<file path="src/hw/rtl/sst_pkg.sv">
`timescale 1ns / 1ps

package sst_pkg;

  localparam int FUNC_W = 3;
  localparam int DATA_W = 32;

  typedef enum logic [FUNC_W-1:0] {
    FUNC_INSERT = 3'd0,
    FUNC_REMOVE = 3'd1,
    FUNC_SEARCH = 3'd2,
    FUNC_CLEAR  = 3'd3,
    FUNC_FIRST  = 3'd4,
    FUNC_NEXT   = 3'd5
  } func_e;

endpackage

</file>
<file path="src/hw/rtl/sorted_set_table.sv">
// operation: search/insert/remove scan the entries below the value, insert/remove then
// shift each moved entry one slot; clear, unknown codes and misses of first/next go
// straight to the result, first/next hits read one entry; then the output reg holds it
// throughput: one beat in flight; the next beat is taken once the result reaches the
// output reg, paced by the one read port of the entry store and one comparator
// reset: rst_ni clears count, walk cursor and handshake state; entry store is not cleared
`timescale 1ns / 1ps

module sorted_set_table #(
  parameter int CAPACITY = 16
) (
  input  logic                              clk_i,
  input  logic                              rst_ni,
  input  logic                              in_valid_i,
  output logic                              in_stall_o,
  input  logic [sst_pkg::FUNC_W-1:0]        func_i,
  input  logic signed [sst_pkg::DATA_W-1:0] value_i,
  output logic                              out_valid_o,
  input  logic                              out_stall_i,
  output logic                              ok_o,
  output logic signed [sst_pkg::DATA_W-1:0] item_value_o
);
  import sst_pkg::*;

  // address width of the store, and count width that can also hold CAPACITY itself
  localparam int AW = $clog2(CAPACITY);
  localparam int CW = $clog2(CAPACITY + 1);

  // sequencer states
  typedef enum logic [6:0] {
    S_IDLE    = 7'b0000001,
    S_SCAN    = 7'b0000010,  // issue read of the entry under idx
    S_CMP     = 7'b0000100,  // compare the read entry with the operand
    S_MOVE_RD = 7'b0001000,  // read the neighbor to shift
    S_MOVE_WR = 7'b0010000,  // write it one slot over
    S_FETCH   = 7'b0100000,  // walk read returns
    S_DONE    = 7'b1000000   // hand the result to the output register
  } state_e;

  state_e                   state_q, state_d;
  logic [FUNC_W-1:0]        op_q, op_d;
  logic signed [DATA_W-1:0] value_q, value_d;
  logic [CW-1:0]            count_q, count_d;   // number of stored entries
  logic [CW-1:0]            wpos_q, wpos_d;     // walk cursor: index next will give
  logic                     wact_q, wact_d;     // walk started by first
  logic [CW-1:0]            idx_q, idx_d;       // scan index, later the sorted position
  logic [CW-1:0]            j_q, j_d;           // shift index
  logic                     res_ok_q, res_ok_d;
  logic signed [DATA_W-1:0] res_item_q, res_item_d;
  logic                     out_valid_q, out_valid_d;
  logic                     out_ok_q, out_ok_d;
  logic signed [DATA_W-1:0] out_item_q, out_item_d;

  // store port
  logic                     mem_we;
  logic [AW-1:0]            mem_waddr;
  logic signed [DATA_W-1:0] mem_wdata;
  logic                     mem_re;
  logic [AW-1:0]            mem_raddr;
  logic signed [DATA_W-1:0] mem_rdata;

  // the one shared comparator: stored entry against the operand
  logic cmp_lt, cmp_eq;
  assign cmp_lt = mem_rdata < value_q;
  assign cmp_eq = mem_rdata == value_q;

  logic [CW-1:0] j_dec, j_inc;
  assign j_dec = j_q - CW'(1);
  assign j_inc = j_q + CW'(1);

  // scan end: idx_q holds the lower bound, hit tells whether the value sits there
  logic decide, hit;

  sst_store #(
    .DEPTH (CAPACITY)
  ) u_store (
    .clk_i   (clk_i),
    .we_i    (mem_we),
    .waddr_i (mem_waddr),
    .wdata_i (mem_wdata),
    .re_i    (mem_re),
    .raddr_i (mem_raddr),
    .rdata_o (mem_rdata)
  );

  always_comb begin
    state_d     = state_q;
    op_d        = op_q;
    value_d     = value_q;
    count_d     = count_q;
    wpos_d      = wpos_q;
    wact_d      = wact_q;
    idx_d       = idx_q;
    j_d         = j_q;
    res_ok_d    = res_ok_q;
    res_item_d  = res_item_q;
    out_valid_d = out_valid_q && out_stall_i;
    out_ok_d    = out_ok_q;
    out_item_d  = out_item_q;
    mem_we      = 1'b0;
    mem_waddr   = j_q[AW-1:0];
    mem_wdata   = mem_rdata;
    mem_re      = 1'b0;
    mem_raddr   = idx_q[AW-1:0];
    decide      = 1'b0;
    hit         = 1'b0;

    case (state_q)
      S_IDLE: begin
        if (in_valid_i) begin
          op_d       = func_i;
          value_d    = value_i;
          res_ok_d   = 1'b0;
          res_item_d = '0;
          idx_d      = '0;
          state_d    = S_DONE;
          case (func_i)
            FUNC_INSERT, FUNC_REMOVE, FUNC_SEARCH: begin
              state_d = S_SCAN;
            end
            FUNC_CLEAR: begin
              count_d  = '0;
              wpos_d   = '0;
              wact_d   = 1'b0;
              res_ok_d = 1'b1;
            end
            FUNC_FIRST: begin
              if (count_q != '0) begin
                mem_re    = 1'b1;
                mem_raddr = '0;
                wpos_d    = CW'(1);
                wact_d    = 1'b1;
                state_d   = S_FETCH;
              end else begin
                wpos_d = '0;
                wact_d = 1'b0;
              end
            end
            FUNC_NEXT: begin
              if (wact_q && (wpos_q < count_q)) begin
                mem_re    = 1'b1;
                mem_raddr = wpos_q[AW-1:0];
                wpos_d    = wpos_q + CW'(1);
                state_d   = S_FETCH;
              end
            end
            default: begin
              // unknown operation: ok stays low, nothing changes
            end
          endcase
        end
      end

      S_SCAN: begin
        if (idx_q == count_q) begin
          decide = 1'b1;
        end else begin
          mem_re    = 1'b1;
          mem_raddr = idx_q[AW-1:0];
          state_d   = S_CMP;
        end
      end

      S_CMP: begin
        if (cmp_lt) begin
          idx_d   = idx_q + CW'(1);
          state_d = S_SCAN;
        end else begin
          decide = 1'b1;
          hit    = cmp_eq;
        end
      end

      S_MOVE_RD: begin
        if (op_q == FUNC_INSERT) begin
          if (j_q == idx_q) begin
            // gap has reached the sorted position
            mem_we    = 1'b1;
            mem_waddr = idx_q[AW-1:0];
            mem_wdata = value_q;
            state_d   = S_DONE;
          end else begin
            mem_re    = 1'b1;
            mem_raddr = j_dec[AW-1:0];
            state_d   = S_MOVE_WR;
          end
        end else begin
          if (j_inc >= count_q) begin
            count_d = count_q - CW'(1);
            state_d = S_DONE;
          end else begin
            mem_re    = 1'b1;
            mem_raddr = j_inc[AW-1:0];
            state_d   = S_MOVE_WR;
          end
        end
      end

      S_MOVE_WR: begin
        mem_we    = 1'b1;
        mem_waddr = j_q[AW-1:0];
        mem_wdata = mem_rdata;
        j_d       = (op_q == FUNC_INSERT) ? j_dec : j_inc;
        state_d   = S_MOVE_RD;
      end

      S_FETCH: begin
        res_ok_d   = 1'b1;
        res_item_d = mem_rdata;
        state_d    = S_DONE;
      end

      S_DONE: begin
        if (!out_valid_q || !out_stall_i) begin
          out_valid_d = 1'b1;
          out_ok_d    = res_ok_q;
          out_item_d  = res_item_q;
          state_d     = S_IDLE;
        end
      end

      default: begin
        state_d = S_IDLE;
      end
    endcase

    // end of scan: act on the lower bound
    if (decide) begin
      state_d = S_DONE;
      case (op_q)
        FUNC_SEARCH: begin
          res_ok_d = hit;
        end
        FUNC_INSERT: begin
          if (hit) begin
            res_ok_d = 1'b1;
          end else if (count_q != CW'(CAPACITY)) begin
            // open a gap at idx by shifting the tail up, top entry first
            res_ok_d = 1'b1;
            j_d      = count_q;
            count_d  = count_q + CW'(1);
            if (wact_q && (idx_q <= wpos_q)) begin
              wpos_d = wpos_q + CW'(1);
            end
            state_d = S_MOVE_RD;
          end
        end
        FUNC_REMOVE: begin
          if (hit) begin
            // close the gap by shifting the tail down
            res_ok_d = 1'b1;
            j_d      = idx_q;
            if (wact_q && (idx_q < wpos_q)) begin
              wpos_d = wpos_q - CW'(1);
            end
            state_d = S_MOVE_RD;
          end
        end
        default: begin
          res_ok_d = 1'b0;
        end
      endcase
    end
  end

  // control state
  always_ff @(posedge clk_i or negedge rst_ni) begin
    if (!rst_ni) begin
      state_q     <= S_IDLE;
      count_q     <= '0;
      wpos_q      <= '0;
      wact_q      <= 1'b0;
      out_valid_q <= 1'b0;
    end else begin
      state_q     <= state_d;
      count_q     <= count_d;
      wpos_q      <= wpos_d;
      wact_q      <= wact_d;
      out_valid_q <= out_valid_d;
    end
  end

  // working and result payload
  always_ff @(posedge clk_i) begin
    op_q       <= op_d;
    value_q    <= value_d;
    idx_q      <= idx_d;
    j_q        <= j_d;
    res_ok_q   <= res_ok_d;
    res_item_q <= res_item_d;
    out_ok_q   <= out_ok_d;
    out_item_q <= out_item_d;
  end

  // one beat in flight: busy from accept until the result moves to the output register
  assign in_stall_o   = (state_q != S_IDLE);
  assign out_valid_o  = out_valid_q;
  assign ok_o         = out_ok_q;
  assign item_value_o = out_item_q;

endmodule

</file>
<file path="src/hw/rtl/sst_store.sv">
`timescale 1ns / 1ps

// entry store: one write port, one read port, registered read data
module sst_store #(
  parameter int DEPTH = 16
) (
  input  logic                              clk_i,
  input  logic                              we_i,
  input  logic [$clog2(DEPTH)-1:0]          waddr_i,
  input  logic signed [sst_pkg::DATA_W-1:0] wdata_i,
  input  logic                              re_i,
  input  logic [$clog2(DEPTH)-1:0]          raddr_i,
  output logic signed [sst_pkg::DATA_W-1:0] rdata_o
);
  import sst_pkg::*;

  logic signed [DATA_W-1:0] mem [DEPTH];
  logic signed [DATA_W-1:0] rdata_q;

  always_ff @(posedge clk_i) begin
    if (we_i) begin
      mem[waddr_i] <= wdata_i;
    end
  end

  always_ff @(posedge clk_i) begin
    if (re_i) begin
      rdata_q <= mem[raddr_i];
    end
  end

  assign rdata_o = rdata_q;

endmodule

</file>
<file path="config.mk">
export PLATFORM = sky130hd
export DESIGN_NAME = sorted_set_table
export DESIGN_NICKNAME = d
export VERILOG_FILES = /design/src/hw/rtl/sst_pkg.sv /design/src/hw/rtl/sorted_set_table.sv /design/src/hw/rtl/sst_store.sv
export SDC_FILE = /design/constraint.sdc
export NUM_CORES = 1
export LEC_CHECK = 0
export BUFFER_PORTS_ARGS = -buffer_cell sky130_fd_sc_hd__clkbuf_2
export CAP_MARGIN = 40
export CORE_UTILIZATION = 60
export DETAILED_ROUTE_END_ITERATION = 7
export HOLD_SLACK_MARGIN = 0.06
export PLACE_DENSITY = 0.88
export SLEW_MARGIN = 20
export SYNTH_ARGS = -nofsm -noshare
export SYNTH_HDL_FRONTEND = slang
export SYNTH_HIERARCHICAL = 1
export SYNTH_SLANG_ARGS = --single-unit
</file>
<file path="constraint.sdc">
create_clock -name clk_i -period 6.1 [get_ports clk_i]
set_clock_uncertainty 0.05 [all_clocks]
set_input_delay 0.61 -clock clk_i [delete_from_list [all_inputs] [get_ports clk_i]]
set_output_delay 0.61 -clock clk_i [all_outputs]
set_load 0.02 [all_outputs]
</file>
==> results.txt <==
----------------------------------------------------
[Critical path]
  Crit-path most repeated cell ... a21o_1
  Highest fanout seen on the critical path ... 28
  Arrival @ worst endpoint ... ~5400 ps
  Worst path top cell family by delay ... compound AO/OA/AOI/OAI gates
  Largest stage delay on the critical path ... around 690 ps
  Bufs and invs on worst path ... 2
  Worst Path Class, Setup ... reg -> reg
  CP startpoint kind ... register
  Slowest stage cell, crit path ... dfxtp_1
  Flop-to-flop setup slack ... between 1000 and 1500 ps
  Element type at the critical path end ... register
  CP Cell Sequence ... inv_1 > ha_1 > ha_1 > a21o_1 > a21o_1 > a21o_1 > a21oi_2 > nand2_1 > a21oi_1 > a211o_4 > buf_4 > mux4_2 > a22oi_1 > nand2_1
  Data required time at the worst endpoint ... around 6400 ps

[Floorplan]
  Total number of placement rows ... 77
  Die height ... ~220 um
  Boundary Pins ... 74
  Total core area ... about 45000 um2
  Die extent in x ... roughly 220 um
  Initial core utilization ... 0.614
  Die Footprint ... 46600 um2

[Place]
  Buffers on Ports ... 73
  Placer Congestion ... around 0.9
  Final HPWL DP ... 38.4 mm

[Route]
  Remaining number of nets flagged by the antenna check after routing ... 0
  Number of search-and-repair iterations in the first detailed-routing pass ... 6
  Drt total wl ... roughly 70 mm
  Routed via count ... 16000
  Count of routing violations after the opening detailed-route iteration ... 2305
  Via-to-Cell Ratio ... 6.85
  Routed length per instance ... ~30 um
  Remaining DRCs ... 0

[Synthesis]
  Nets in the synthesized netlist ... around 1600
  Cells taking the most area after synthesis ... edfxtp_1, mux4_2, ha_1
  Post-synthesis share of cell area spent on full adders, half adders and majority gates ... 0.0242
  Fraction of the mapped netlist area in simple logic gates ... 0.0546
  Number of standard cells after synthesis ... between 1500 and 2000
  Top_reg_cell synth ... edfxtp_1
  Number of synthesis warnings ... 6
  Cell taking the most area after synthesis ... edfxtp_1
  Yosys top cell area share ... 0.710
  Mapped Avg Cell Area ... about 18 um2
  Dominant combinational cell family by area after synthesis ... multiplexers
  Total standard cell area after synthesis ... roughly 27000 um2
  Multiplexer share of the synthesized area ... 0.106
  Fraction of the yosys area taken by sequential cells ... 0.732
  Count of different cell masters after synthesis ... 66
  Post-Synth XOR/XNOR Area ... 0.00958
  Compound-cell area share of the yosys netlist ... 0.0551
  Number of enable flip-flop cells after synthesis ... approximately 650
  Share of flip-flops with an asynchronous set or reset ... 0.0282
  Register bit count reported by yosys ... roughly 670

[GRT]
  Via count of the first global-routing pass ... around 16000
  Most Used Layer, Global Route ... met2
  Global router's overall resource usage ... 0.306
  Pin count of the biggest net entering global routing ... 54
  Global Route met1 Usage ... 0.386
  Met2 Resource Use GR ... 0.501
  Met3 usage in global routing ... 0.0651
  Total overflow reported by the global router ... 0
  First-pass GRT wire length ... ~100 mm
  Initial antenna violation count ... 0

[Clock network]
  Clock latency reported for the late side of the worst-skew pair ... approximately 600 ps
  TritonCTS clock tree ... yes
  Clock tree buffer depth ... 3
  # H-tree levels ... 3
  Number of buffers created by CTS ... 66
  Quantity of hold-fixing buffers added after cts ... 1
  Number of buffers inserted by post-CTS setup repair ... 0
  TritonCTS Sinks ... roughly 670
  Clock edge transition at the registers on the reported setup and hold paths ... approximately 70 ps
  # resized after CTS ... 0
  Root buffer selected by CTS ... clkbuf_16

[Final layout]
  Most common library cell in the layout ignoring fill and taps ... edfxtp_1
  Number of nets in the layout ... 1782
  Most frequent cells in the layout ... edfxtp_1, mux4_2, nand2_1
  Ant. Diodes ... 0
  Area used by multi-input combinational logic ... 7010 um2
  Layout Utilization ... 0.695
  Proportion of layout cells with a drive suffix above 1 ... 0.238
  Count of filler cells inserted in the layout ... approximately 2600
  Area added between synthesis and finish ... 13.2%
  Storage element area ... about 20000 um2

[Hold path]
  Class of the tightest hold or removal check ... in -> reg

[Power and ir drop]
  Leakage power ... between 10 and 15 nW
  Ratio of total power to cell area ... between 400 and 500 nW/um2
  Maximum vdd drop ... 328 uV

[Outcome]
  Run status ... finished clean

[STA]
  Number of slew-limit violations in the final report ... 0
  Setup repair after global routing missed its margin ... no
  Fin. Hold Viols ... 0
  Share of the cycle needed by the critical path after routing ... 0.831
  Time the worst path needs with I/O delays and setup ... 5070 ps
  Transition time at the pin with the least slew margin ... around 900 ps
  Post-Route Setup TNS ... 0 ps
  Worst slew margin ... 0.383
  Top achievable clock speed ... approximately 200 MHz
  # setup viols final ... 0

[Run]
  Number of max-capacitance violations reported ... 0

----------------------------------------------------
## Yosys cell counts (24+ instances only)
cell type,count
ha_1,53
clkbuf_1,43
nor2_1,55
nand3_1,24
edfxtp_1,649
mux4_2,128
a21oi_1,46
nand2_1,108
inv_1,52
and2_1,33
o21ai_0,51
a22oi_1,68
## flip-flops by register name (all words and copies together), names as in the netlist
register and cells:
j_q 5, u_store/rdata_o 32, res_item_q 32, value_q 32
out_valid_o 1, count_q 5, ok_o 1, state_q 7
res_ok_q 1, op_q 3, wact_q 1, idx_q 5
u_store/mem 512, item_value_o 32, wpos_q 5
## metal layers
layer	vias to the layer above	wire length [um]	part of all wire
met3	284	8020	0.11
met1	7934	24000	0.34
met5	-	0	0
met4	0	3930	0.056
li1	6453	-	-
met2	1308	34400	0.49
## cell families after synthesis
| kind of cell | count (synthesis) |
|---|---|
| AOI/OAI and AO/OA | 230 |
| DFF | 674 |
| xor gates and xnor gates | 30 |
| buffers and inverters | 123 |
| adders and majority gates | 53 |
| and+or+nand+nor | 304 |
| muxes | 130 |
## stage by stage
| step | hold slack (ps) | setup WS (ps) | power, W | area, um2 | cells |
|---|---|---|---|---|---|
| floorplan | 264 | 1170 | 0.00836 | 27400 | 1544 |
| global placement | 353 | 1350 | 0.00915 | 28800 | 2193 |
| detailed placement | 355 | 1130 | 0.00936 | 29000 | 2200 |
| CTS | 106 | 1080 | 0.0132 | 31000 | 2318 |
| global route | 114 | 731 | 0.0136 | 31100 | 2331 |
| finish | 127 | 1030 | 0.0132 | 31100 | 2331 |
## layout make-up
type / instances / share of cell area
clock inverter: 37 / 0.00830
tap: 592 / 0.0238
timing repair buffer: 149 / 0.0334
clock buffer: 80 / 0.0559
inverter: 52 / 0.00628
multi-input combinational: 747 / 0.226
sequential: 674 / 0.647
## power by group
part | switching (W) | internal [W]
logic | 0.00203 | 0.00155
registers | 0.000228 | 0.00559
clock network | 0.00171 | 0.00209
## worst paths after layout
path | from | end | depth (start not counted)
worst max-delay path | j_q[0] | u_store/rdata_o[18] | 14
worst min-delay path | value_i[31] | value_q[31] | 1
worst max register to register | j_q[0] | u_store/rdata_o[18] | 14
worst min register to register | res_item_q[23] | item_value_o[23] | 0
max in group asynchronous | rst_ni | count_q[0] | 2
min in group asynchronous | rst_ni | wpos_q[4] | 2
No activity file was read; power rests on OpenSTA's default activity.
